--- config.mk ---
export PLATFORM = sky130hd
export DESIGN_NAME = partition_fit_allocator_flat
export DESIGN_NICKNAME = d
export VERILOG_FILES = /design/src/rtl/pfa_pkg.sv /design/src/rtl/pfa_req_if.sv /design/src/rtl/pfa_rsp_if.sv /design/src/rtl/pfa_dp.sv /design/src/rtl/pfa_ctrl.sv /design/src/rtl/partition_fit_allocator.sv /design/src/flat_wrapper.sv
export VERILOG_INCLUDE_DIRS = /design/src /design/src/rtl
export SDC_FILE = /design/constraint.sdc
export NUM_CORES = 1
export LEC_CHECK = 0
export BUFFER_PORTS_ARGS = -buffer_cell sky130_fd_sc_hd__buf_2
export CAP_MARGIN = 5
export CORE_AREA = 3 3 336 272
export CTS_BUF_LIST = sky130_fd_sc_hd__clkbuf_2 sky130_fd_sc_hd__clkbuf_4 sky130_fd_sc_hd__clkbuf_8
export CTS_CLUSTER_DIAMETER = 120
export DETAILED_ROUTE_END_ITERATION = 10
export DIE_AREA = 0 0 339 275
export PLACE_DENSITY = 0.72
export SYNTH_ARGS = -nofsm -noshare
export SYNTH_HDL_FRONTEND = slang
export SYNTH_HIERARCHICAL = 1
export SYNTH_SLANG_ARGS = --single-unit
--- constraint.sdc ---
create_clock -name clock -period 8.75 [get_ports clock]
set_clock_uncertainty 0.05 [all_clocks]
set_input_delay 1.3125 -clock clock [delete_from_list [all_inputs] [get_ports clock]]
set_output_delay 1.3125 -clock clock [all_outputs]
set_load 0.02 [all_outputs]
--- src/rtl/partition_fit_allocator_assert.svh ---
// ----------------------------------------------------------------------------
// Partition fit allocator assertion macros
// Clocked property wrappers used by the file that checks this block.
// ----------------------------------------------------------------------------
`ifndef PARTITION_FIT_ALLOCATOR_ASSERT_SVH
`define PARTITION_FIT_ALLOCATOR_ASSERT_SVH

// Same-cycle implication, checked outside reset.
`define PFA_ASSERT_IMP(label, ante, cons, msg) \
   label: assert property (@(posedge clock) disable iff (reset) (ante) |-> (cons)) \
      else $error(msg);

// Next-cycle implication, checked outside reset.
`define PFA_ASSERT_NXT(label, ante, cons, msg) \
   label: assert property (@(posedge clock) disable iff (reset) (ante) |=> (cons)) \
      else $error(msg);

`endif

--- src/rtl/pfa_pkg.sv ---
`timescale 1ns / 1ps
`default_nettype none
// ----------------------------------------------------------------------------
// Partition fit allocator package
// Field widths, operation and policy codes, and controller/datapath links.
// ----------------------------------------------------------------------------
package pfa_pkg;

   localparam int OPCODE_W = 2;
   localparam int SEL_W    = 4;
   localparam int ADDR_W   = 16;
   localparam int PTR_W    = ADDR_W + 1;
   localparam int FREE_W   = PTR_W + 1;
   localparam int SPACE_W  = 17;
   localparam int POL_W    = 2;
   localparam int COUNT_W  = 5;
   localparam int CSR_IDX_W = 1;
   localparam int CSR_DATA_W = 5;

   localparam logic [OPCODE_W-1:0] OP_DEFINE = 2'd0;
   localparam logic [OPCODE_W-1:0] OP_ALLOC  = 2'd1;
   localparam logic [OPCODE_W-1:0] OP_REWIND = 2'd2;

   localparam logic [POL_W-1:0] POL_FIRST = 2'd0;
   localparam logic [POL_W-1:0] POL_BEST  = 2'd1;
   localparam logic [POL_W-1:0] POL_WORST = 2'd2;

   localparam logic [CSR_IDX_W-1:0] CSR_FIT_POLICY = 1'd0;
   localparam logic [CSR_IDX_W-1:0] CSR_PART_COUNT = 1'd1;

   typedef struct packed {
      logic load;
      logic issue;
      logic commit;
   } pfa_cmd_type;

   typedef struct packed {
      logic [OPCODE_W-1:0] op;
      logic                last;
      logic                count_zero;
   } pfa_stat_type;

endpackage
`default_nettype wire

--- src/rtl/pfa_req_if.sv ---
`timescale 1ns / 1ps
`default_nettype none
// ----------------------------------------------------------------------------
// Partition fit allocator request channel
// Valid/ready channel carrying one operation word.
// ----------------------------------------------------------------------------
interface pfa_req_if;
   logic                          valid;
   logic                          ready;
   logic [pfa_pkg::OPCODE_W-1:0]  opcode;
   logic [pfa_pkg::SEL_W-1:0]     part_sel;
   logic [pfa_pkg::ADDR_W-1:0]    start_addr;
   logic [pfa_pkg::ADDR_W-1:0]    end_addr;
   logic [pfa_pkg::ADDR_W-1:0]    request_size;

   modport source (output valid, opcode, part_sel, start_addr, end_addr, request_size,
                   input ready);
   modport sink (input valid, opcode, part_sel, start_addr, end_addr, request_size,
                 output ready);
endinterface
`default_nettype wire

--- src/rtl/pfa_rsp_if.sv ---
`timescale 1ns / 1ps
`default_nettype none
// ----------------------------------------------------------------------------
// Partition fit allocator response channel
// Valid/ready channel carrying one result word.
// ----------------------------------------------------------------------------
interface pfa_rsp_if;
   logic                          valid;
   logic                          ready;
   logic                          granted;
   logic [pfa_pkg::SEL_W-1:0]     chosen_part;
   logic [pfa_pkg::ADDR_W-1:0]    alloc_addr;
   logic [pfa_pkg::SPACE_W-1:0]   space_left;

   modport source (output valid, granted, chosen_part, alloc_addr, space_left,
                   input ready);
   modport sink (input valid, granted, chosen_part, alloc_addr, space_left,
                 output ready);
endinterface
`default_nettype wire

--- src/rtl/pfa_dp.sv ---
`timescale 1ns / 1ps
`default_nettype none
// ----------------------------------------------------------------------------
// Partition fit allocator datapath
// Partition table memory, scan evaluation, pick tracking and result register.
// ----------------------------------------------------------------------------
module pfa_dp #(
   parameter int MAX_PARTS = 16
) (
   input  wire logic                            clock,
   input  wire logic                            reset,
   input  wire logic                            csr_wr_en,
   input  wire logic [pfa_pkg::CSR_IDX_W-1:0]   csr_index,
   input  wire logic [pfa_pkg::CSR_DATA_W-1:0]  csr_wdata,
   input  wire logic [pfa_pkg::OPCODE_W-1:0]    req_opcode,
   input  wire logic [pfa_pkg::SEL_W-1:0]       req_part_sel,
   input  wire logic [pfa_pkg::ADDR_W-1:0]      req_start_addr,
   input  wire logic [pfa_pkg::ADDR_W-1:0]      req_end_addr,
   input  wire logic [pfa_pkg::ADDR_W-1:0]      req_request_size,
   input  wire pfa_pkg::pfa_cmd_type            cmd,
   output pfa_pkg::pfa_stat_type                stat,
   output logic                                 rsp_granted,
   output logic [pfa_pkg::SEL_W-1:0]            rsp_chosen_part,
   output logic [pfa_pkg::ADDR_W-1:0]           rsp_alloc_addr,
   output logic [pfa_pkg::SPACE_W-1:0]          rsp_space_left
);

   localparam int IDX_W = (MAX_PARTS > 1) ? $clog2(MAX_PARTS) : 1;
   localparam int CNT_W = $clog2(MAX_PARTS + 1);
   localparam int AW    = pfa_pkg::ADDR_W;
   localparam int PW    = pfa_pkg::PTR_W;
   localparam int FW    = pfa_pkg::FREE_W;
   localparam int ROW_W = 2 * AW + PW;

   // Row layout: start, end, next free pointer.
   logic [ROW_W-1:0] mem [MAX_PARTS];

   logic [pfa_pkg::POL_W-1:0]    fit_policy_ff;
   logic [pfa_pkg::COUNT_W-1:0]  part_count_ff;

   logic [pfa_pkg::OPCODE_W-1:0] op_ff;
   logic [pfa_pkg::SEL_W-1:0]    sel_ff;
   logic [AW-1:0]                start_ff;
   logic [AW-1:0]                end_ff;
   logic [AW-1:0]                size_ff;

   logic [IDX_W-1:0]             idx_ff;
   logic [IDX_W-1:0]             eval_idx_ff;
   logic                         eval_vld_ff;
   logic [ROW_W-1:0]             rd_row_ff;

   logic                         found_ff;
   logic [IDX_W-1:0]             pick_ff;
   logic signed [FW-1:0]         pick_free_ff;
   logic [PW-1:0]                pick_base_ff;
   logic [AW-1:0]                pick_start_ff;
   logic [AW-1:0]                pick_end_ff;

   logic                         granted_ff;
   logic [pfa_pkg::SEL_W-1:0]    chosen_ff;
   logic [AW-1:0]                addr_ff;
   logic [pfa_pkg::SPACE_W-1:0]  space_ff;

   logic [AW-1:0]                rd_start;
   logic [AW-1:0]                rd_end;
   logic [PW-1:0]                rd_next;
   logic signed [FW-1:0]         rd_free;
   logic signed [FW-1:0]         size_ext;
   logic signed [FW-1:0]         left_full;
   logic                         fits;
   logic                         take;
   logic [CNT_W-1:0]             cnt_eff;
   logic [CNT_W-1:0]             scan_lim;
   logic                         sel_ok;
   logic                         rew_wr;
   logic                         def_wr;
   logic                         alloc_wr;
   logic [PW-1:0]                new_next;

   always_comb begin
      if (int'(part_count_ff) > MAX_PARTS) begin
         cnt_eff = CNT_W'(MAX_PARTS);
      end else begin
         cnt_eff = CNT_W'(part_count_ff);
      end
      scan_lim = (op_ff == pfa_pkg::OP_REWIND) ? CNT_W'(MAX_PARTS) : cnt_eff;
   end

   assign stat.op         = op_ff;
   assign stat.count_zero = (cnt_eff == '0);
   assign stat.last       = (CNT_W'(idx_ff) == (scan_lim - CNT_W'(1)));

   assign rd_start = rd_row_ff[ROW_W-1 -: AW];
   assign rd_end   = rd_row_ff[PW +: AW];
   assign rd_next  = rd_row_ff[PW-1:0];

   // Free space is signed: a partition whose end lies below its pointer never fits a nonzero size.
   assign rd_free   = $signed({2'b00, rd_end}) - $signed({1'b0, rd_next}) + FW'(1);
   assign size_ext  = $signed({2'b00, size_ff});
   assign fits      = (rd_free >= size_ext);
   assign left_full = pick_free_ff - size_ext;
   assign new_next  = pick_base_ff + {1'b0, size_ff};

   always_comb begin
      take = 1'b0;
      if (eval_vld_ff && (op_ff == pfa_pkg::OP_ALLOC) && fits) begin
         if (!found_ff) begin
            take = 1'b1;
         end else begin
            case (fit_policy_ff)
               pfa_pkg::POL_BEST:  take = (rd_free <= pick_free_ff);
               pfa_pkg::POL_WORST: take = (rd_free >= pick_free_ff);
               default:            take = 1'b0;
            endcase
         end
      end
   end

   assign sel_ok   = (int'(sel_ff) < MAX_PARTS);
   assign rew_wr   = eval_vld_ff && (op_ff == pfa_pkg::OP_REWIND);
   assign def_wr   = cmd.commit && (op_ff == pfa_pkg::OP_DEFINE) && sel_ok;
   assign alloc_wr = cmd.commit && (op_ff == pfa_pkg::OP_ALLOC) && found_ff;

   always_ff @(posedge clock) begin
      if (rew_wr) begin
         mem[eval_idx_ff] <= {rd_start, rd_end, {1'b0, rd_start}};
      end else if (def_wr) begin
         mem[IDX_W'(sel_ff)] <= {start_ff, end_ff, {1'b0, start_ff}};
      end else if (alloc_wr) begin
         mem[pick_ff] <= {pick_start_ff, pick_end_ff, new_next};
      end
      if (cmd.issue) begin
         rd_row_ff <= mem[idx_ff];
      end
   end

   always_ff @(posedge clock) begin
      if (reset) begin
         fit_policy_ff <= pfa_pkg::POL_FIRST;
         part_count_ff <= pfa_pkg::COUNT_W'(1);
         eval_vld_ff   <= 1'b0;
         found_ff      <= 1'b0;
         idx_ff        <= '0;
      end else begin
         if (csr_wr_en) begin
            case (csr_index)
               pfa_pkg::CSR_FIT_POLICY: fit_policy_ff <= csr_wdata[pfa_pkg::POL_W-1:0];
               pfa_pkg::CSR_PART_COUNT: part_count_ff <= csr_wdata[pfa_pkg::COUNT_W-1:0];
               default: ;
            endcase
         end
         eval_vld_ff <= cmd.issue;
         if (cmd.load) begin
            idx_ff   <= '0;
            found_ff <= 1'b0;
         end else begin
            if (cmd.issue) begin
               idx_ff <= idx_ff + IDX_W'(1);
            end
            if (take) begin
               found_ff <= 1'b1;
            end
         end
      end
   end

   always_ff @(posedge clock) begin
      if (cmd.load) begin
         op_ff    <= req_opcode;
         sel_ff   <= req_part_sel;
         start_ff <= req_start_addr;
         end_ff   <= req_end_addr;
         size_ff  <= req_request_size;
      end
      eval_idx_ff <= idx_ff;
      if (take) begin
         pick_ff       <= eval_idx_ff;
         pick_free_ff  <= rd_free;
         pick_base_ff  <= rd_next;
         pick_start_ff <= rd_start;
         pick_end_ff   <= rd_end;
      end
      if (cmd.commit) begin
         if (op_ff == pfa_pkg::OP_ALLOC) begin
            granted_ff <= found_ff;
            chosen_ff  <= found_ff ? pfa_pkg::SEL_W'(pick_ff) : '0;
            addr_ff    <= found_ff ? pick_base_ff[AW-1:0] : '0;
            space_ff   <= found_ff ? left_full[pfa_pkg::SPACE_W-1:0] : '0;
         end else begin
            granted_ff <= 1'b1;
            chosen_ff  <= '0;
            addr_ff    <= '0;
            space_ff   <= '0;
         end
      end
   end

   assign rsp_granted     = granted_ff;
   assign rsp_chosen_part = chosen_ff;
   assign rsp_alloc_addr  = addr_ff;
   assign rsp_space_left  = space_ff;

endmodule
`default_nettype wire

--- src/rtl/pfa_ctrl.sv ---
`timescale 1ns / 1ps
`default_nettype none
// ----------------------------------------------------------------------------
// Partition fit allocator controller
// Sequences accept, table scan or rewind sweep, and result hand-off.
// ----------------------------------------------------------------------------
module pfa_ctrl (
   input  wire logic                          clock,
   input  wire logic                          reset,
   input  wire logic                          req_valid,
   input  wire logic [pfa_pkg::OPCODE_W-1:0]  req_opcode,
   output logic                               req_ready,
   output logic                               rsp_valid,
   input  wire logic                          rsp_ready,
   input  wire pfa_pkg::pfa_stat_type         stat,
   output pfa_pkg::pfa_cmd_type               cmd
);

   typedef enum logic [1:0] {
      ST_IDLE,
      ST_SCAN,
      ST_DRAIN,
      ST_FINISH
   } state_type;

   state_type state_ff;
   logic      rsp_valid_ff;
   logic      slot_free;
   logic      scan_needed;

   assign req_ready = (state_ff == ST_IDLE);
   assign rsp_valid = rsp_valid_ff;
   assign slot_free = !rsp_valid_ff || rsp_ready;

   // Defines, unused opcodes and allocates with an empty partition range skip the table walk.
   assign scan_needed = ((req_opcode == pfa_pkg::OP_ALLOC) && !stat.count_zero) ||
                        (req_opcode == pfa_pkg::OP_REWIND);

   assign cmd.load   = (state_ff == ST_IDLE) && req_valid;
   assign cmd.issue  = (state_ff == ST_SCAN);
   assign cmd.commit = (state_ff == ST_FINISH) && slot_free;

   always_ff @(posedge clock) begin
      if (reset) begin
         state_ff     <= ST_IDLE;
         rsp_valid_ff <= 1'b0;
      end else begin
         // A commit in the same cycle refills the output register instead.
         if (rsp_valid_ff && rsp_ready && !cmd.commit) begin
            rsp_valid_ff <= 1'b0;
         end
         case (state_ff)
            ST_IDLE: begin
               if (req_valid) begin
                  state_ff <= scan_needed ? ST_SCAN : ST_FINISH;
               end
            end
            ST_SCAN: begin
               if (stat.last) begin
                  state_ff <= ST_DRAIN;
               end
            end
            ST_DRAIN: begin
               state_ff <= ST_FINISH;
            end
            ST_FINISH: begin
               if (slot_free) begin
                  rsp_valid_ff <= 1'b1;
                  state_ff     <= ST_IDLE;
               end
            end
            default: begin
               state_ff <= ST_IDLE;
            end
         endcase
      end
   end

endmodule
`default_nettype wire

--- src/rtl/partition_fit_allocator.sv ---
`timescale 1ns / 1ps
`default_nettype none
// ----------------------------------------------------------------------------
// Partition fit allocator
// Fixed partition table with first, best and worst fit bump allocation.
// ----------------------------------------------------------------------------
// One word is worked at a time. A define or an unused opcode skips the table
// walk. An allocate walks partitions 0 to part_count-1 (at most MAX_PARTS-1)
// through the single read port of the partition table, one row a cycle; with
// a count of zero it skips the walk. A rewind copies every start address into
// its pointer, one row a cycle over the whole table. A new word is taken
// while the previous result still waits in the output register.
// The table has no reset; allocating from a partition never defined gives
// undefined results.
module partition_fit_allocator #(
   parameter int MAX_PARTS = 16
) (
   input  wire logic                            clock,
   input  wire logic                            reset,
   pfa_req_if.sink                              req_port,
   pfa_rsp_if.source                            rsp_port,
   input  wire logic                            csr_wr_en,
   input  wire logic [pfa_pkg::CSR_IDX_W-1:0]   csr_index,
   input  wire logic [pfa_pkg::CSR_DATA_W-1:0]  csr_wdata
);

   pfa_pkg::pfa_cmd_type  cmd;
   pfa_pkg::pfa_stat_type stat;

   pfa_ctrl u_ctrl (
      .clock      (clock),
      .reset      (reset),
      .req_valid  (req_port.valid),
      .req_opcode (req_port.opcode),
      .req_ready  (req_port.ready),
      .rsp_valid  (rsp_port.valid),
      .rsp_ready  (rsp_port.ready),
      .stat       (stat),
      .cmd        (cmd)
   );

   pfa_dp #(
      .MAX_PARTS (MAX_PARTS)
   ) u_dp (
      .clock            (clock),
      .reset            (reset),
      .csr_wr_en        (csr_wr_en),
      .csr_index        (csr_index),
      .csr_wdata        (csr_wdata),
      .req_opcode       (req_port.opcode),
      .req_part_sel     (req_port.part_sel),
      .req_start_addr   (req_port.start_addr),
      .req_end_addr     (req_port.end_addr),
      .req_request_size (req_port.request_size),
      .cmd              (cmd),
      .stat             (stat),
      .rsp_granted      (rsp_port.granted),
      .rsp_chosen_part  (rsp_port.chosen_part),
      .rsp_alloc_addr   (rsp_port.alloc_addr),
      .rsp_space_left   (rsp_port.space_left)
   );

`include "partition_fit_allocator_assert.svh"

   // A result is only written into the output register when it is free.
   `PFA_ASSERT_IMP(a_commit_slot, cmd.commit, !rsp_port.valid || rsp_port.ready, "result overwritten")

   // Once a word is taken the block is busy for at least the next cycle.
   `PFA_ASSERT_NXT(a_busy_after_load, req_port.valid && req_port.ready, !req_port.ready, "ready after load")

   // A refused allocate reports all fields as zero.
   `PFA_ASSERT_IMP(a_nofit_zero, rsp_port.valid && !rsp_port.granted, (rsp_port.chosen_part == '0) && (rsp_port.alloc_addr == '0) && (rsp_port.space_left == '0), "no-fit fields not zero")

endmodule
`default_nettype wire
--- src/flat_wrapper.sv ---
// flat-port wrapper written by rule: the top's interface ports become plain ports
module partition_fit_allocator_flat 
#(
   parameter int MAX_PARTS = 16
)
  (clock, reset, csr_wr_en, csr_index, csr_wdata, req_port_valid, req_port_opcode, req_port_part_sel, req_port_start_addr, req_port_end_addr, req_port_request_size, req_port_ready, rsp_port_valid, rsp_port_granted, rsp_port_chosen_part, rsp_port_alloc_addr, rsp_port_space_left, rsp_port_ready);
  pfa_req_if req_port_i ();
  pfa_rsp_if rsp_port_i ();
  input  wire logic clock;
  input  wire logic reset;
  input  wire logic csr_wr_en;
  input  wire logic [pfa_pkg::CSR_IDX_W-1:0] csr_index;
  input  wire logic [pfa_pkg::CSR_DATA_W-1:0] csr_wdata;
  input wire logic [$bits(req_port_i.valid)-1:0] req_port_valid;
  input wire logic [$bits(req_port_i.opcode)-1:0] req_port_opcode;
  input wire logic [$bits(req_port_i.part_sel)-1:0] req_port_part_sel;
  input wire logic [$bits(req_port_i.start_addr)-1:0] req_port_start_addr;
  input wire logic [$bits(req_port_i.end_addr)-1:0] req_port_end_addr;
  input wire logic [$bits(req_port_i.request_size)-1:0] req_port_request_size;
  output wire logic [$bits(req_port_i.ready)-1:0] req_port_ready;
  output wire logic [$bits(rsp_port_i.valid)-1:0] rsp_port_valid;
  output wire logic [$bits(rsp_port_i.granted)-1:0] rsp_port_granted;
  output wire logic [$bits(rsp_port_i.chosen_part)-1:0] rsp_port_chosen_part;
  output wire logic [$bits(rsp_port_i.alloc_addr)-1:0] rsp_port_alloc_addr;
  output wire logic [$bits(rsp_port_i.space_left)-1:0] rsp_port_space_left;
  input wire logic [$bits(rsp_port_i.ready)-1:0] rsp_port_ready;
  assign req_port_i.valid = req_port_valid;
  assign req_port_i.opcode = req_port_opcode;
  assign req_port_i.part_sel = req_port_part_sel;
  assign req_port_i.start_addr = req_port_start_addr;
  assign req_port_i.end_addr = req_port_end_addr;
  assign req_port_i.request_size = req_port_request_size;
  assign req_port_ready = req_port_i.ready;
  assign rsp_port_valid = rsp_port_i.valid;
  assign rsp_port_granted = rsp_port_i.granted;
  assign rsp_port_chosen_part = rsp_port_i.chosen_part;
  assign rsp_port_alloc_addr = rsp_port_i.alloc_addr;
  assign rsp_port_space_left = rsp_port_i.space_left;
  assign rsp_port_i.ready = rsp_port_ready;
  partition_fit_allocator #(.MAX_PARTS(MAX_PARTS)) u_core (.clock(clock), .reset(reset), .req_port(req_port_i), .rsp_port(rsp_port_i), .csr_wr_en(csr_wr_en), .csr_index(csr_index), .csr_wdata(csr_wdata));
endmodule
## After elaboration in Yosys (flattened, before gate mapping)

Memories as Yosys holds them, arrays and structs flattened. A register that Yosys moved wholly into a read port is not among the register bits.
Index checks and enable logic that the tools add are counted.

- $add $sub $neg: 6
- Multipliers: 0
- Div/mod/pow operators: 0
- $lt $le $gt $ge: 4
- Equality and inequality tests: 13
- Shifts and indexed selects: 0
- Mux-type cells: 28
- Bitwise gates (word level): 1
- Reduce and logical (&&, ||, !) cells: 26

Operator list:

| operator | number |
|---|---|
| $mux W49 | 2 |
| $reduce_or A49 Y1 | 2 |
| $add A18 B2 Y18 const B | 1 |
| $ge A18 B17 Y1 | 1 |
| $ge A18 B18 Y1 | 1 |
| $le A18 B18 Y1 | 1 |
| $sub A16 B17 Y18 | 1 |
| $add A17 B16 Y17 | 1 |
| $sub A17 B17 Y17 | 1 |
| $mux W1 | 16 |
| $logic_and A1 B1 Y1 | 11 |
| $eq A2 B2 Y1 const B | 5 |
| $mux W5 | 2 |
| $eq A2 B1 Y1 const B | 4 |
| $mux W2 | 4 |
| $mux W4 | 2 |
| $pmux W2 S4 | 1 |
| $reduce_and A2 Y1 | 3 |
| $eq A4 B5 Y1 | 1 |
| $gt A5 B5 Y1 const B | 1 |
| $logic_not A5 Y1 | 1 |
| $sub A5 B1 Y5 const B | 1 |
| $add A4 B1 Y4 const B | 1 |
| $logic_not A2 Y1 | 2 |
| other kinds (8) | 12 |

- Register bits: 183
- Latch bits: 0
- Bits in writable memories: 784
- ROM bits: 0
- Word-level logic and storage cells: 101
- Memories kept: 1

Memory list:

| memory | words | bits a word | rd ports | clocked after memory_dff | wr ports | RTL line | text |
|---|---|---|---|---|---|---|---|
| u_core.u_dp.mem | 16 | 49 | 1 | 1 | 1 | pfa_dp.sv:36 | `logic [ROW_W-1:0] mem [MAX_PARTS];` |

## Depth between registers and ports, before layout

Gate-level depths: netlist of run 1.

- Depth in word-level cells: 11
- Gate-level depth with buffers: 20
- Gate-level depth less buffers: 20

## By module

The synthesis of run 1 kept the hierarchy.

Modules (own cells, without submodules):

| module | instances | cells an instance | area an instance (um^2) |
|---|---|---|---|
| pfa_dp | 1 | 2,038 | 40,978.1 |
| pfa_ctrl | 1 | 30 | 294.0 |

## Least setup slack after synthesis of run 1

Ideal clock, no wire load.

- Kind: in2reg
- Start: input port rsp_port_ready
- End: memory u_core/u_dp/mem[0][0] in the netlist's numbering, enable pin
- Library setup time: 456 ps
- Arrival time: 6,703 ps
- Required time: 8,244 ps
- Slack: 1,541 ps
- Cell stages on the path: 7
- Path buffers: 0
- Cells stage by stage: inv_1 a21oi_1 nor3b_2 mux2i_1 o21ai_0 or2_2 nor2_1

RTL lines:

| element | RTL line | text |
|---|---|---|
| from (decl) | flat_wrapper.sv:26 | `input wire logic [$bits(rsp_port_i.ready)-1:0] rsp_port_ready;` |
| to (decl) | pfa_dp.sv:36 |  |

## Worst setup path in the final report of run 1

- Start: register u_core.u_dp.rd_row_ff[1] (read register of u_core.u_dp.mem)
- End: register u_core.u_dp.pick_base_ff[16], enable pin

- Longest elaborated chain between the ends: 6
- Elaborated cells on any way between the ends: 9
- Those cells by class: add/sub: 2; order compare: 3; mux: 3; reduce/logical: 1

Ends and longest elaborated chain:

| element | RTL line | text |
|---|---|---|
| from (decl) | pfa_dp.sv:50 | `logic [ROW_W-1:0] rd_row_ff;` |
| $sub A16 B17 Y18 (*) | pfa_dp.sv:98 | `assign rd_free = $signed({2'b00, rd_end}) - $signed({1'b0, rd_next}) + FW'(1);` |
| $add A18 B2 Y18 (*) | pfa_dp.sv:98 |  |
| net u_core.u_dp.rd_free[15] | pfa_dp.sv:67 | `logic signed [FW-1:0] rd_free;` |
| $ge A18 B18 Y1 / $le A18 B18 Y1 (equally long branches) | pfa_dp.sv:112, pfa_dp.sv:111 |  |
| $pmux W1 S2 | pfa_dp.sv:110 | `case (fit_policy_ff)` |
| $mux W1 | pfa_dp.sv:107 | `if (!found_ff) begin` |
| $mux W1 (*) | pfa_dp.sv:106 | `if (eval_vld_ff && (op_ff == pfa_pkg::OP_ALLOC) && fits) begin` |
| net u_core.u_dp.take | pfa_dp.sv:71 | `logic take;` |
| to (signal assigned) | pfa_dp.sv:179 | `pick_base_ff <= rd_next;` |
| to (decl) | pfa_dp.sv:55 | `logic [PW-1:0] pick_base_ff;` |

The timed path passes the listed nets; every way through them passes the cells marked *.
A chain may end at the register's enable or synchronous reset.

==> results of run 1 <==
## worst paths after layout
check / startpoint / to / slack, ns / cells past startpoint
min: u_core/u_dp/rd_row_ff[40]$_DFFE_PP_ / u_core/u_dp/pick_start_ff[7]$_DFFE_PP_ / 0.39 / 0
max reg2reg: u_core/u_dp/rd_row_ff[1]$_DFFE_PP_ / u_core/u_dp/pick_base_ff[16]$_DFFE_PP_ / 2.93 / 20
min reg2reg: u_core/u_dp/rd_row_ff[40]$_DFFE_PP_ / u_core/u_dp/pick_start_ff[7]$_DFFE_PP_ / 0.39 / 0
max: u_core/u_dp/rd_row_ff[1]$_DFFE_PP_ / u_core/u_dp/pick_base_ff[16]$_DFFE_PP_ / 2.93 / 20
## power by group
group | leakage (µW) | total, µW | switching, µW | internal (µW)
clock network | 0.00155 | 3760 | 1820 | 1940
registers | 0.00914 | 6220 | 203 | 6020
logic | 0.00434 | 3000 | 1810 | 1190
## cell families (layout without fill, tap and decap cells)
group / after synthesis / count (layout) / share of synthesized area
multiplexers: 282 / 282 / 0.143
AO/OA/AOI/OAI: 201 / 201 / 0.0313
flip-flops: 1016 / 1016 / 0.734
adder cells (fa/ha/maj): 111 / 111 / 0.0342
AND/OR/NAND/NOR: 262 / 262 / 0.0310
buffers and inverters: 153 / 497 / 0.0174
other: 0 / 1 / 0
XOR/XNOR: 43 / 43 / 0.00913
## Yosys cell counts, drive strengths merged, types with 3 or more instances
library cell | n | area (µm²)
nor4 | 3 | 18.8
nor2 | 98 | 370
o211ai | 5 | 42.5
xor2 | 20 | 175
mux2i | 36 | 360
inv | 74 | 278
clkbuf | 34 | 128
nand4 | 7 | 43.8
nand2 | 51 | 191
xnor2 | 23 | 201
nor3 | 11 | 55.1
o31ai | 6 | 60.1
edfxtp | 996 | 29900
a211o | 4 | 35.0
nand3 | 19 | 95.1
ha | 108 | 1350
o21ai | 48 | 240
o221ai | 3 | 32.5
or3 | 5 | 31.3
nand2b | 17 | 114
o21a | 12 | 90.1
dfxtp | 20 | 400
nor2b | 14 | 87.6
mux4 | 245 | 5520
a31oi | 7 | 43.8
buf | 45 | 312
and3 | 23 | 149
fa | 3 | 60.1
a211oi | 16 | 125
a21oi | 64 | 320
or4 | 3 | 22.5
a21o | 14 | 105
## worst reg2reg max path, cell delays in order, from the launching register on
cell and delay, ns:
sky130_fd_sc_hd__edfxtp_1 0.39, sky130_fd_sc_hd__ha_1 0.30, sky130_fd_sc_hd__inv_1 0.04, sky130_fd_sc_hd__ha_1 0.21, sky130_fd_sc_hd__fa_1 0.49, sky130_fd_sc_hd__a211oi_1 0.37
sky130_fd_sc_hd__o21ai_1 0.15, sky130_fd_sc_hd__nand2_1 0.13, sky130_fd_sc_hd__o31ai_2 0.09, sky130_fd_sc_hd__a211oi_1 0.28, sky130_fd_sc_hd__nor2_1 0.09, sky130_fd_sc_hd__xor2_1 0.19
sky130_fd_sc_hd__ha_1 0.33, sky130_fd_sc_hd__nand4_1 0.12, sky130_fd_sc_hd__or4_1 0.45, sky130_fd_sc_hd__nor2_1 0.12, sky130_fd_sc_hd__o31ai_1 0.09, sky130_fd_sc_hd__o211ai_1 0.11
sky130_fd_sc_hd__mux2_2 0.20, sky130_fd_sc_hd__o211a_4 0.51, sky130_fd_sc_hd__buf_4 0.68
## per-stage QoR
stage / setup WS [ns] / cells / hold WS, ns / area (µm²)
floorplan: 1.54 / 2068 / 0.279 / 41300
global placement: 2.90 / 3335 / 0.373 / 43400
detailed placement: 2.73 / 3336 / 0.380 / 43400
CTS: 2.99 / 3608 / 0.389 / 46300
global route: 2.63 / 3613 / 0.395 / 46400
finish: 2.93 / 3613 / 0.389 / 46400
## layout by cell type, fill, tap and decap left out, drive strengths merged, types with 16 or more instances in the layout
master / instances
mux4: 245
nand2: 51
inv: 83
nand2b: 17
clkinv: 62
a211oi: 16
mux2i: 36
nor2: 98
buf: 151
and3: 23
nand3: 19
dfxtp: 20
o21ai: 48
ha: 108
clkbuf: 192
xnor2: 23
edfxtp: 996
xor2: 20
a21oi: 64
## routing by layer
metal / vias to the layer above / GRT usage / wire length (µm) / part of all wire
met5: - / 0.00661 / 98 / 0.0010
met1: 10900 / 0.292 / 39100 / 0.41
li1: 8925 / - / - / -
met3: 164 / 0.0530 / 9500 / 0.099
met4: 4 / 0.0760 / 2670 / 0.028
met2: 978 / 0.319 / 44200 / 0.46
## registers in the layout (all words and copies together) (netlist names), 17 cells and up
name and count:
u_core/u_dp/rd_row_ff 49, u_core/u_dp/pick_free_ff 18, u_core/u_dp/rsp_space_left 17, u_core/u_dp/pick_base_ff 17, u_core/u_dp/mem 784
## final cells by class
cell class	instances	area [µm²]
Antenna cell	1	2.50
Inverter	74	278
Fill cell	6795	42300
Clock inverter	80	547
Tap cell	1200	1500
Timing Repair Buffer	151	896
Multi-Input combinational cell	899	10400
Clock buffer	192	2400
Sequential cell	1016	30300
==> load_flow_metrics.sql, run 1 <==
INSERT INTO impl_metrics (metric_group, metric, value, unit) VALUES
('timing', 'final_total_negative_setup_slack', '0', 'ns'),
('die', 'die_y', '275', 'µm'),
('setup_path', 'crit_type', 'reg -> reg', ''),
('cts', 'postCtsSetupRepairBufs', '0', ''),
('timing', 'finalCriticalPeriod', '5.82', 'ns'),
('routing', 'routed_wire_length_per_instance', '26.4', 'µm'),
('timing', 'rsz0062_at_grt', 'false', ''),
('setup_path', 'cp-start-kind', 'flip-flop', ''),
('cts', 'clock_pin_slew_reported_for_the_worst_setup_and_hold_paths_after_clock_tree_synthesis', '0.06', 'ns'),
('logic_synthesis', 'synth_enable_flop_cells', '996', ''),
('global_route', 'groute.usage.overall', '0.208', ''),
('routing', 'avgViaCountPerCell', '5.80', ''),
('run', 'drv.max_cap_violation_count', '0', ''),
('cts', 'cts_root_buf', 'sky130_fd_sc_hd__clkbuf_8', ''),
('logic_synthesis', 'synth_area_per_cell', '20.0', 'µm²'),
('die', 'initial_core_util', '0.466', ''),
('global_route', 'grt_first_pass_wirelength', '142000', 'µm'),
('power', 'report.power.total', '13000', 'µW'),
('logic_synthesis', 'syn-num-nets', '2244', ''),
('setup_path', 'worst_ep_required_time', '9.10', 'ns'),
('setup_path', 'cp_max_fo', '44', ''),
('global_route', 'initial_antenna_violation_count', '7', ''),
('routing', 'wl', '95600', 'µm'),
('worst_hold_path', 'hold_path_class', 'reg -> reg', ''),
('cts', 'cts.htree.levels', '4', ''),
('power', 'vdd.ir_drop.worst', '0.000133', 'V'),
('routing', 'detail_route.iter0.violations', '2215', ''),
('cts', 'clock_path_buffers', '3', ''),
('power', 'power_per_cell_area', '280', 'nW/µm²'),
('cts', 'post_cts_hold_buffer_count', '0', ''),
('cts', 'cts.sinks', '1016', ''),
('place', 'io_buffer_count', '104', ''),
('die', 'die_ar', '93200', 'µm²'),
('setup_path', 'cp_max_stage_cell', 'sky130_fd_sc_hd__buf_4', ''),
('logic_synthesis', 'synth-async-reset-ratio', '0', ''),
('layout', 'layout-drive-gt1-share', '0.279', ''),
('timing', 'hold_violations', '0', ''),
('setup_path', 'worst_ep_arrival', '6.17', 'ns'),
('setup_path', 'critical-path-top-cell-by-count', 'sky130_fd_sc_hd__ha_1', ''),
('layout', 'area_grow_syn2layout', '12.3', '%'),
('setup_path', 'critical-path-max-stage-delay', '0.64', 'ns'),
('routing', 'detail-route-antenna-nets', '0', ''),
('setup_path', 'timing.critical_path.to_type', 'flip-flop', ''),
('routing', 'drc_errors', '0', ''),
('routing', 'detailroute.via_count', '20900', ''),
('logic_synthesis', 'ys_ff_latch', '1016', ''),
('die', 'io-pin-count', '105', ''),
('setup_path', 'critical_path.cell_chain', 'ha_1 > inv_1 > ha_1 > fa_1 > a211oi_1 > o21ai_1 > nand2_1 > o31ai_2 > a211oi_1 > nor2_1 > xor2_1 > ha_1 > nand4_1 > or4_1 > nor2_1 > o31ai_1 > o211ai_1 > mux2_2 > o211a_4 > buf_4', ''),
('setup_path', 'crit_family', 'compound AO/OA/AOI/OAI gates', ''),
('layout', 'final_core_util', '0.523', ''),
('cts', 'ctsResizeCount', '0', ''),
('timing', 'slew_violations', '0', ''),
('timing', 'clock.fmax', '172', 'MHz'),
('setup_path', 'worst-path-buf-inv', '2', ''),
('logic_synthesis', 'ys_seq_area_frac', '0.734', ''),
('cts', 'cts_tree', 'done', ''),
('global_route', 'grt_start_max_net_pins', '161', ''),
('cts', 'cts-buffers-inserted', '151', ''),
('logic_synthesis', 'netlist_instances', '2068', ''),
('logic_synthesis', 'netlist_area_pre_place', '41300', 'µm²'),
('global_route', 'first_global_vias', '21600', ''),
('logic_synthesis', 'yosys.cell_types.count', '70', ''),
('timing', 'post-route-period-util', '0.666', ''),
('global_route', 'global_route.overflow_total', '0', ''),
('logic_synthesis', 'primary_flip_flop_cell_chosen_by_synthesis_mapping', 'sky130_fd_sc_hd__edfxtp_1', ''),
('logic_synthesis', 'synth-warning-count', '6', ''),
('place', 'place_hpwl', '57700', 'µm'),
('die', 'die_width', '339', 'µm'),
('layout', 'num-nets-final', '2469', ''),
('cts', 'source_to_sink_clock_delay_at_the_later_pin_of_the_worst_skew_pair', '0.81', 'ns'),
('timing', 'maxSlewHeadroom', '0.142', ''),
('power', 'power.static_leakage', '0.0150', 'µW'),
('die', 'rows', '98', ''),
('routing', 'detail_route.first_pass.iterations', '5', ''),
('timing', 'worst_pin_slew', '1.29', 'ns'),
('outcome', 'status', 'finished clean', ''),
('timing', 'timing.final.setup_violations', '0', ''),
('place', 'place_congestion', '0.847', ''),
('die', 'coreArea', '88700', 'µm²');
No activity file was read; power rests on OpenSTA's default activity.
==> inputs of run 2 (changes only) <==
Settings changed: ABC_AREA set to 1, CORE_AREA 3 3 336 272 to 3 3 342 277, DIE_AREA 0 0 339 275 to 0 0 345 280.
Clock period 8.75 ns to 5.4 ns, I/O delays scaled along.
==> load_flow_metrics.sql, run 2 <==
INSERT INTO impl_metrics (metric_group, metric, value, unit) VALUES
('place', 'io_buffer_count', '104', ''),
('cts', 'source_to_sink_clock_delay_at_the_later_pin_of_the_worst_skew_pair', '0.80', 'ns'),
('setup_path', 'reg2reg_slack', '0.69', 'ns'),
('layout', 'n_antenna_cell', '0', ''),
('setup_path', 'reg2reg_from', 'u_core/u_dp/rd_row_ff[1]$_DFFE_PP_', ''),
('routing', 'wl', '107000', 'µm'),
('global_route', 'grt_start_max_net_pins', '163', ''),
('outcome', 'status', 'finished clean', ''),
('power', 'power_per_cell_area', '445', 'nW/µm²'),
('setup_path', 'critical_path.reg2reg.endpoint', 'u_core/u_dp/pick_start_ff[12]$_DFFE_PP_', ''),
('routing', 'detailroute.via_count', '26600', ''),
('setup_path', 'cp-start-kind', 'flip-flop', ''),
('die', 'die_ar', '96600', 'µm²'),
('place', 'dpl_cell_area', '44800', 'µm²'),
('setup_path', 'critical-path-top-cell-by-count', 'sky130_fd_sc_hd__nand2_1', ''),
('place', 'pre_cts_ws', '0.786', 'ns'),
('cts', 'cts-buffers-inserted', '151', ''),
('timing', 'timing.final.setup_violations', '0', ''),
('setup_path', 'timing.critical_path.to_type', 'flip-flop', ''),
('power', 'vdd.ir_drop.worst', '0.000264', 'V'),
('global_route', 'initial_antenna_violation_count', '4', ''),
('worst_hold_path', 'worstHoldPathCells', '1', ''),
('layout', 'layout_commonest_cell', 'sky130_fd_sc_hd__edfxtp_1', ''),
('layout', 'mostFrequentLayoutCells', 'sky130_fd_sc_hd__edfxtp_1, sky130_fd_sc_hd__nor2_1, sky130_fd_sc_hd__nand2_1', ''),
('timing', 'finalCriticalPeriod', '4.71', 'ns'),
('layout', 'fillers', '7506', ''),
('logic_synthesis', 'ys_seq_area_frac', '0.707', ''),
('logic_synthesis', 'synth_enable_flop_cells', '996', ''),
('routing', 'detail-route-antenna-nets', '0', ''),
('logic_synthesis', 'synth-async-reset-ratio', '0', ''),
('setup_path', 'cp_max_fo', '56', ''),
('timing', 'worst_hold_slack', '0.140', 'ns'),
('cts', 'postCtsSetupRepairBufs', '0', ''),
('cts', 'clock_path_buffers', '3', ''),
('logic_synthesis', 'ys_ff_latch', '1016', ''),
('die', 'initial_core_util', '0.470', ''),
('setup_path', 'crit_type', 'reg -> reg', ''),
('worst_hold_path', 'worst_hold_path.endpoint', 'u_core/u_dp/end_ff[2]$_DFFE_PP_', ''),
('logic_synthesis', 'synth_top_cell_by_area', 'sky130_fd_sc_hd__edfxtp_1', ''),
('layout', 'layout-drive-gt1-share', '0.141', ''),
('timing', 'rsz0062_at_grt', 'false', ''),
('setup_path', 'worst_ep_arrival', '5.09', 'ns'),
('place', 'place_congestion', '0.895', ''),
('routing', 'routed_wire_length_per_instance', '23.3', 'µm'),
('timing', 'post-route-period-util', '0.872', ''),
('layout', 'regMostFlops', 'u_core/u_dp/mem', ''),
('layout', 'largest_reg_flops', '784', ''),
('power', 'report.power.total', '21200', 'µW'),
('cts', 'cts_tree', 'done', ''),
('logic_synthesis', 'synth_area_per_cell', '13.8', 'µm²'),
('layout', 'top_regs', 'u_core/u_dp/mem x784, u_core/u_dp/rd_row_ff x49, u_core/u_dp/pick_free_ff x18', ''),
('logic_synthesis', 'synth-warning-count', '6', ''),
('place', 'place_hpwl', '58400', 'µm'),
('logic_synthesis', 'yosys.cell_types.count', '58', ''),
('timing', 'hold_violations', '0', ''),
('worst_hold_path', 'holdCritStartpoint', 'req_port_end_addr[2]', ''),
('die', 'rows', '99', ''),
('logic_synthesis', 'netlist_instances', '3110', ''),
('setup_path', 'worst_ep_required_time', '5.77', 'ns'),
('worst_hold_path', 'hold_path_class', 'in -> reg', ''),
('logic_synthesis', 'post_synth_main_area_contributors', 'sky130_fd_sc_hd__edfxtp_1, sky130_fd_sc_hd__mux2i_1, sky130_fd_sc_hd__nor2_1', ''),
('die', 'coreArea', '91200', 'µm²'),
('power', 'power.static_leakage', '0.0164', 'µW'),
('cts', 'cts.sinks', '1016', ''),
('die', 'die_y', '280', 'µm'),
('layout', 'num-nets-final', '3437', ''),
('timing', 'setup_ws', '0.689', 'ns'),
('timing', 'worst_pin_slew', '1.10', 'ns'),
('routing', 'detail_route.first_pass.iterations', '6', ''),
('setup_path', 'r2r.worst_path.cells', '28', ''),
('layout', 'area_grow_syn2layout', '11.2', '%'),
('global_route', 'global_route.overflow_total', '0', ''),
('die', 'die_width', '345', 'µm'),
('logic_synthesis', 'synthTopCellsByCount', 'sky130_fd_sc_hd__edfxtp_1, sky130_fd_sc_hd__nor2_1, sky130_fd_sc_hd__nand2_1, sky130_fd_sc_hd__o21ai_0, sky130_fd_sc_hd__inv_1', ''),
('global_route', 'grt_first_pass_wirelength', '159000', 'µm'),
('logic_synthesis', 'primary_flip_flop_cell_chosen_by_synthesis_mapping', 'sky130_fd_sc_hd__edfxtp_1', ''),
('cts', 'ctsResizeCount', '0', ''),
('logic_synthesis', 'netlist_area_pre_place', '42900', 'µm²'),
('logic_synthesis', 'post-synth-top-count-cell', 'sky130_fd_sc_hd__edfxtp_1', ''),
('cts', 'cts.htree.levels', '4', ''),
('routing', 'avgViaCountPerCell', '5.79', ''),
('layout', 'finish.instance_area', '47700', 'µm²'),
('cts', 'clock_pin_slew_reported_for_the_worst_setup_and_hold_paths_after_clock_tree_synthesis', '0.07', 'ns'),
('die', 'io-pin-count', '105', ''),
('logic_synthesis', 'netlist.area_leader.share', '0.698', ''),
('cts', 'post_cts_hold_buffer_count', '0', ''),
('global_route', 'first_global_vias', '25200', ''),
('global_route', 'groute.usage.overall', '0.218', ''),
('routing', 'detail_route.iter0.violations', '3301', ''),
('timing', 'slew_violations', '0', ''),
('routing', 'drc_errors', '0', ''),
('setup_path', 'cp_max_stage_cell', 'sky130_fd_sc_hd__fa_1', ''),
('run', 'drv.max_cap_violation_count', '0', ''),
('setup_path', 'critical-path-max-stage-delay', '0.47', 'ns'),
('cts', 'cts_root_buf', 'sky130_fd_sc_hd__clkbuf_8', ''),
('timing', 'maxSlewHeadroom', '0.264', ''),
('timing', 'clock.fmax', '212', 'MHz'),
('logic_synthesis', 'syn-num-nets', '3286', '');
## run 2: cell count changes after synthesis, sizes merged, moves of 55 or more
cell / previous run / this run
nand2: 51 / 288
inv: 74 / 184
o221ai: 3 / 136
o32ai: 1 / 60
nand3: 19 / 74
o21ai: 48 / 262
mux4: 245 / 0
nor2: 98 / 409
o211ai: 5 / 63
mux2i: 36 / 152
## run 2: kinds of logic after synthesis
kind of cell | after synthesis | share of synthesized area
DFF | 1016 | 0.707
and+or+nand+nor | 809 | 0.0767
AOI/OAI and AO/OA | 635 | 0.0980
buffers and inverters | 351 | 0.0406
muxes | 168 | 0.0407
adders and majority gates | 111 | 0.0329
xor gates and xnor gates | 20 | 0.00409
## run 2: area by class of cell
| cell class | instances | area [µm²] | share of cell area |
|---|---|---|---|
| clock buffer | 214 | 2590 | 0.0544 |
| clock inverter | 55 | 309 | 0.00648 |
| inverter | 186 | 719 | 0.0151 |
| multi-input combinational | 1743 | 11000 | 0.230 |
| sequential | 1016 | 30300 | 0.636 |
| tap | 1212 | 1520 | 0.0318 |
| timing repair buffer | 163 | 1250 | 0.0262 |
## run 2: worst max path at each step
stage                                       start                                       to  cells past startpoint
2_1_floorplan                      rsp_port_ready         u_core/u_dp/mem[13][0]$_DFFE_PP_                     11
3_3_place_gp   u_core/u_dp/rd_row_ff[1]$_DFFE_PP_   u_core/u_dp/pick_start_ff[5]$_DFFE_PP_                     28
3_5_place_dp   u_core/u_dp/rd_row_ff[1]$_DFFE_PP_   u_core/u_dp/pick_start_ff[5]$_DFFE_PP_                     26
4_1_cts        u_core/u_dp/rd_row_ff[1]$_DFFE_PP_  u_core/u_dp/pick_start_ff[11]$_DFFE_PP_                     26
5_1_grt        u_core/u_dp/rd_row_ff[1]$_DFFE_PP_   u_core/u_dp/pick_start_ff[5]$_DFFE_PP_                     26
6_report       u_core/u_dp/rd_row_ff[1]$_DFFE_PP_  u_core/u_dp/pick_start_ff[12]$_DFFE_PP_                     28
## run 2: per-layer routing
layer	wire length, µm	GRT usage	share of wire	vias up
met1	45700	0.313	0.43	13100
met4	2330	0.0665	0.022	4
met3	10700	0.0505	0.10	171
met5	27	0	0.00025	-
li1	-	-	-	12000
met2	48400	0.332	0.45	1295
## run 2: through the flow
stage	std cells	util	setup TNS [ns]
floorplan	3110	-	-131.20
global placement	4320	0.491	0
detailed placement	4320	0.491	0
CTS	4589	0.523	0
global route	4589	0.523	0
finish	4589	0.523	0
## run 2: report_power, final
part | leakage, µW | switching [µW] | internal [µW]
logic | 0.00570 | 3430 | 1630
registers | 0.00914 | 312 | 9760
clock network | 0.00153 | 2890 | 3190
total | 0.0164 | 6630 | 14600
## run 2: worst max-delay path: cells and delay by family (launching register included)
family	cells	cell delay, ns
AO/OA/AOI/OAI	6	0.94
XOR/XNOR	1	0.27
adder cells (fa/ha/maj)	4	1.27
buffers and inverters	2	0.39
flip-flops	1	0.40
AND/OR/NAND/NOR	15	0.96
==> inputs of run 3 (changes only) <==
Settings changed: CORE_AREA 3 3 342 277 to 2 2 341 276, DIE_AREA 0 0 345 280 to 0 0 343 278, PLACE_DENSITY 0.72 to 0.75, SETUP_SLACK_MARGIN set to 0.02.
Clock period 5.4 ns to 3.9 ns, I/O delays scaled along.
==> load_flow_metrics.sql, run 3 (synthesized netlist as in run 2, its figures left out) <==
INSERT INTO impl_metrics (metric_group, metric, value, unit) VALUES
('cts', 'cts.sinks', '1016', ''),
('layout', 'layout_commonest_cell', 'sky130_fd_sc_hd__edfxtp_1', ''),
('layout', 'area_grow_syn2layout', '15.0', '%'),
('layout', 'multiInputGateArea', '11000', 'µm²'),
('die', 'die_y', '278', 'µm'),
('routing', 'wl_met1', '44400', 'µm'),
('setup_path', 'crit_type', 'reg -> reg', ''),
('cts', 'clock_pin_slew_reported_for_the_worst_setup_and_hold_paths_after_clock_tree_synthesis', '0.06', 'ns'),
('routing', 'detail_route.first_pass.iterations', '6', ''),
('layout', 'regMostFlops', 'u_core/u_dp/mem', ''),
('place', 'place_congestion', '0.894', ''),
('timing', 'finalCriticalPeriod', '4.26', 'ns'),
('cts', 'source_to_sink_clock_delay_at_the_later_pin_of_the_worst_skew_pair', '0.81', 'ns'),
('layout', 'top_regs', 'u_core/u_dp/mem x784, u_core/u_dp/rd_row_ff x49, u_core/u_dp/pick_free_ff x18', ''),
('layout', 'mostFrequentLayoutCells', 'sky130_fd_sc_hd__edfxtp_1, sky130_fd_sc_hd__nor2_1, sky130_fd_sc_hd__nand2_1', ''),
('cts', 'clock_path_buffers', '3', ''),
('place', 'io_buffer_count', '104', ''),
('global_route', 'groute.usage.overall', '0.225', ''),
('routing', 'detail-route-antenna-nets', '0', ''),
('place', 'pre_cts_ws', '-0.351', 'ns'),
('timing', 'worst_hold_slack', '0.0721', 'ns'),
('routing', 'avgViaCountPerCell', '5.74', ''),
('layout', 'layout-drive-gt1-share', '0.169', ''),
('die', 'initial_core_util', '0.466', ''),
('die', 'coreArea', '92100', 'µm²'),
('setup_path', 'cp-start-kind', 'flip-flop', ''),
('place', 'placed_cells', '4436', ''),
('place', 'dpl_cell_area', '45700', 'µm²'),
('global_route', 'first_global_vias', '26500', ''),
('routing', 'wl', '108000', 'µm'),
('die', 'io-pin-count', '105', ''),
('layout', 'num-nets-final', '3608', ''),
('timing', 'post-route-period-util', '1.09', ''),
('layout', 'sequential_cell_area', '30300', 'µm²'),
('run', 'drv.max_cap_violation_count', '0', ''),
('setup_path', 'worst_ep_arrival', '4.70', 'ns'),
('timing', 'maxSlewHeadroom', '0.206', ''),
('routing', 'route.met2.wl', '48300', 'µm'),
('global_route', 'grt_first_pass_wirelength', '160000', 'µm'),
('setup_path', 'cp_max_fo', '15', ''),
('global_route', 'grt_start_max_net_pins', '132', ''),
('setup_path', 'r2r.worst_path.cells', '25', ''),
('outcome', 'status', 'finished, violations left', ''),
('setup_path', 'reg2reg_from', 'u_core/u_dp/rd_row_ff[1]$_DFFE_PP_', ''),
('power', 'report.power.total', '30500', 'µW'),
('power', 'vdd.ir_drop.worst', '0.000348', 'V'),
('worst_hold_path', 'worstHoldPathCells', '4', ''),
('cts', 'cts_tree', 'done', ''),
('power', 'power.static_leakage', '0.0172', 'µW'),
('cts', 'cts_root_buf', 'sky130_fd_sc_hd__clkbuf_8', ''),
('routing', 'detailroute.via_count', '27300', ''),
('layout', 'fin_cells', '4762', ''),
('timing', 'hold_violations', '0', ''),
('power', 'power_per_cell_area', '619', 'nW/µm²'),
('die', 'rows', '100', ''),
('routing', 'top_signal_layer_used', 'met5', ''),
('setup_path', 'reg2reg_slack', '-0.36', 'ns'),
('setup_path', 'timing.critical_path.to_type', 'flip-flop', ''),
('global_route', 'global_route.overflow_total', '0', ''),
('layout', 'finish.instance_area', '49300', 'µm²'),
('cts', 'cts-buffers-inserted', '149', ''),
('setup_path', 'critical_path.reg2reg.endpoint', 'u_core/u_dp/pick_start_ff[5]$_DFFE_PP_', ''),
('timing', 'worst_pin_slew', '1.18', 'ns'),
('routing', 'routed_wire_length_per_instance', '22.7', 'µm'),
('global_route', 'initial_antenna_violation_count', '7', ''),
('routing', 'detail_route.iter0.violations', '3189', ''),
('die', 'die_ar', '95400', 'µm²'),
('worst_hold_path', 'worst_hold_path.endpoint', 'u_core/u_dp/fit_policy_ff[1]$_SDFFE_PP0P_', ''),
('routing', 'met3_wirelength', '12300', 'µm'),
('outcome', 'violations_in_the_final_reports', 'setup timing', ''),
('place', 'place_hpwl', '64700', 'µm'),
('timing', 'setup_ws', '-0.365', 'ns'),
('layout', 'fillers', '7368', ''),
('timing', 'slew_violations', '0', ''),
('routing', 'drc_errors', '0', ''),
('cts', 'cts.htree.levels', '4', ''),
('worst_hold_path', 'hold_path_class', 'in -> reg', ''),
('timing', 'timing.final.setup_violations', '71', ''),
('die', 'die_width', '343', 'µm'),
('layout', 'largest_reg_flops', '784', ''),
('worst_hold_path', 'holdCritStartpoint', 'csr_index', ''),
('timing', 'rsz0062_at_grt', 'true', ''),
('setup_path', 'worst_ep_required_time', '4.34', 'ns'),
('timing', 'clock.fmax', '234', 'MHz');
## run 3: cell types whose count changed in the layout (fill, tap and decap cells not counted), sizes merged
cell / previous run / this run
clkinvlp: 4 / 3
clkinv: 45 / 29
buf: 163 / 274
diode: 0 / 1
clkbuf: 214 / 217
dlygate4sd3: 0 / 61
bufinv: 3 / 5
## run 3: repair_timing
action | 4_1_cts | 5_1_grt
gates cloned | 0 | 1
hold endpoints to repair | 61 | 0
endpoints found under the setup margin | 71 | 72
hold buffers | 61 | 0
buffers inserted | 2 | 5
resized for setup | 5 | 4
## run 3: report_power, final
group | switching, µW | total (µW) | internal [µW]
logic | 5120 | 8200 | 3080
registers | 371 | 13900 | 13500
clock network | 3930 | 8440 | 4500
total | 9420 | 30500 | 21100
## run 3: per-layer routing
metal / up-vias / GRT usage
met3: 237 / 0.0656
met5: - / 0
met1: 13400 / 0.311
met4: 10 / 0.0833
met2: 1387 / 0.339
li1: 12300 / -
## run 3: cell type report
| cell class | count | area share |
|---|---|---|
| Sequential cell | 1016 | 0.615 |
| Multi-Input combinational cell | 1743 | 0.223 |
| Timing Repair Buffer | 336 | 0.0572 |
| Clock buffer | 216 | 0.0524 |
| Tap cell | 1224 | 0.0311 |
| Inverter | 186 | 0.0146 |
| Clock inverter | 40 | 0.00619 |
| Antenna cell | 1 | 0.0000508 |
## run 3: worst max-delay path by stage
| stage | from | to | depth (start not counted) |
|---|---|---|---|
| after global routing | u_core/u_dp/rd_row_ff[1]$_DFFE_PP_ | u_core/u_dp/pick_start_ff[5]$_DFFE_PP_ | 27 |
| after global placement | u_core/u_dp/rd_row_ff[1]$_DFFE_PP_ | u_core/u_dp/pick_start_ff[9]$_DFFE_PP_ | 27 |
| after CTS | u_core/u_dp/rd_row_ff[1]$_DFFE_PP_ | u_core/u_dp/pick_start_ff[5]$_DFFE_PP_ | 27 |
| after detailed placement | u_core/u_dp/rd_row_ff[1]$_DFFE_PP_ | u_core/u_dp/pick_start_ff[4]$_DFFE_PP_ | 28 |
| after floorplan | u_core/u_dp/rd_row_ff[1]$_DFFE_PP_ | u_core/u_dp/pick_base_ff[0]$_DFFE_PP_ | 25 |
| final | u_core/u_dp/rd_row_ff[1]$_DFFE_PP_ | u_core/u_dp/pick_start_ff[5]$_DFFE_PP_ | 25 |
## run 3: worst max-delay path, cell delays in order, from the launching register on
cell	delay, ns
sky130_fd_sc_hd__edfxtp_1	0.40
sky130_fd_sc_hd__ha_1	0.30
sky130_fd_sc_hd__inv_1	0.04
sky130_fd_sc_hd__ha_2	0.18
sky130_fd_sc_hd__fa_2	0.37
sky130_fd_sc_hd__a21oi_2	0.15
sky130_fd_sc_hd__o21bai_2	0.08
sky130_fd_sc_hd__nand2_1	0.07
sky130_fd_sc_hd__nand2_2	0.06
sky130_fd_sc_hd__a21oi_2	0.16
sky130_fd_sc_hd__o21ai_2	0.08
sky130_fd_sc_hd__nand2_1	0.08
sky130_fd_sc_hd__nand2_2	0.06
sky130_fd_sc_hd__xor2_2	0.16
sky130_fd_sc_hd__buf_4	0.14
sky130_fd_sc_hd__buf_4	0.13
sky130_fd_sc_hd__ha_1	0.28
sky130_fd_sc_hd__nand2_1	0.05
sky130_fd_sc_hd__inv_1	0.06
sky130_fd_sc_hd__nand4_1	0.09
sky130_fd_sc_hd__nand3b_1	0.16
sky130_fd_sc_hd__nand4_1	0.11
sky130_fd_sc_hd__nand3_1	0.14
sky130_fd_sc_hd__a21oi_4	0.17
sky130_fd_sc_hd__buf_12	0.18
sky130_fd_sc_hd__buf_12	0.18
## run 3: per-stage QoR
stage	setup TNS, ns	utilization
6_report	-22.25	0.535
4_1_cts	-20.53	0.534
5_1_grt	-38.38	0.535
3_3_place_gp	-15.70	0.496
3_5_place_dp	-23.79	0.496
2_1_floorplan	-63.33	-
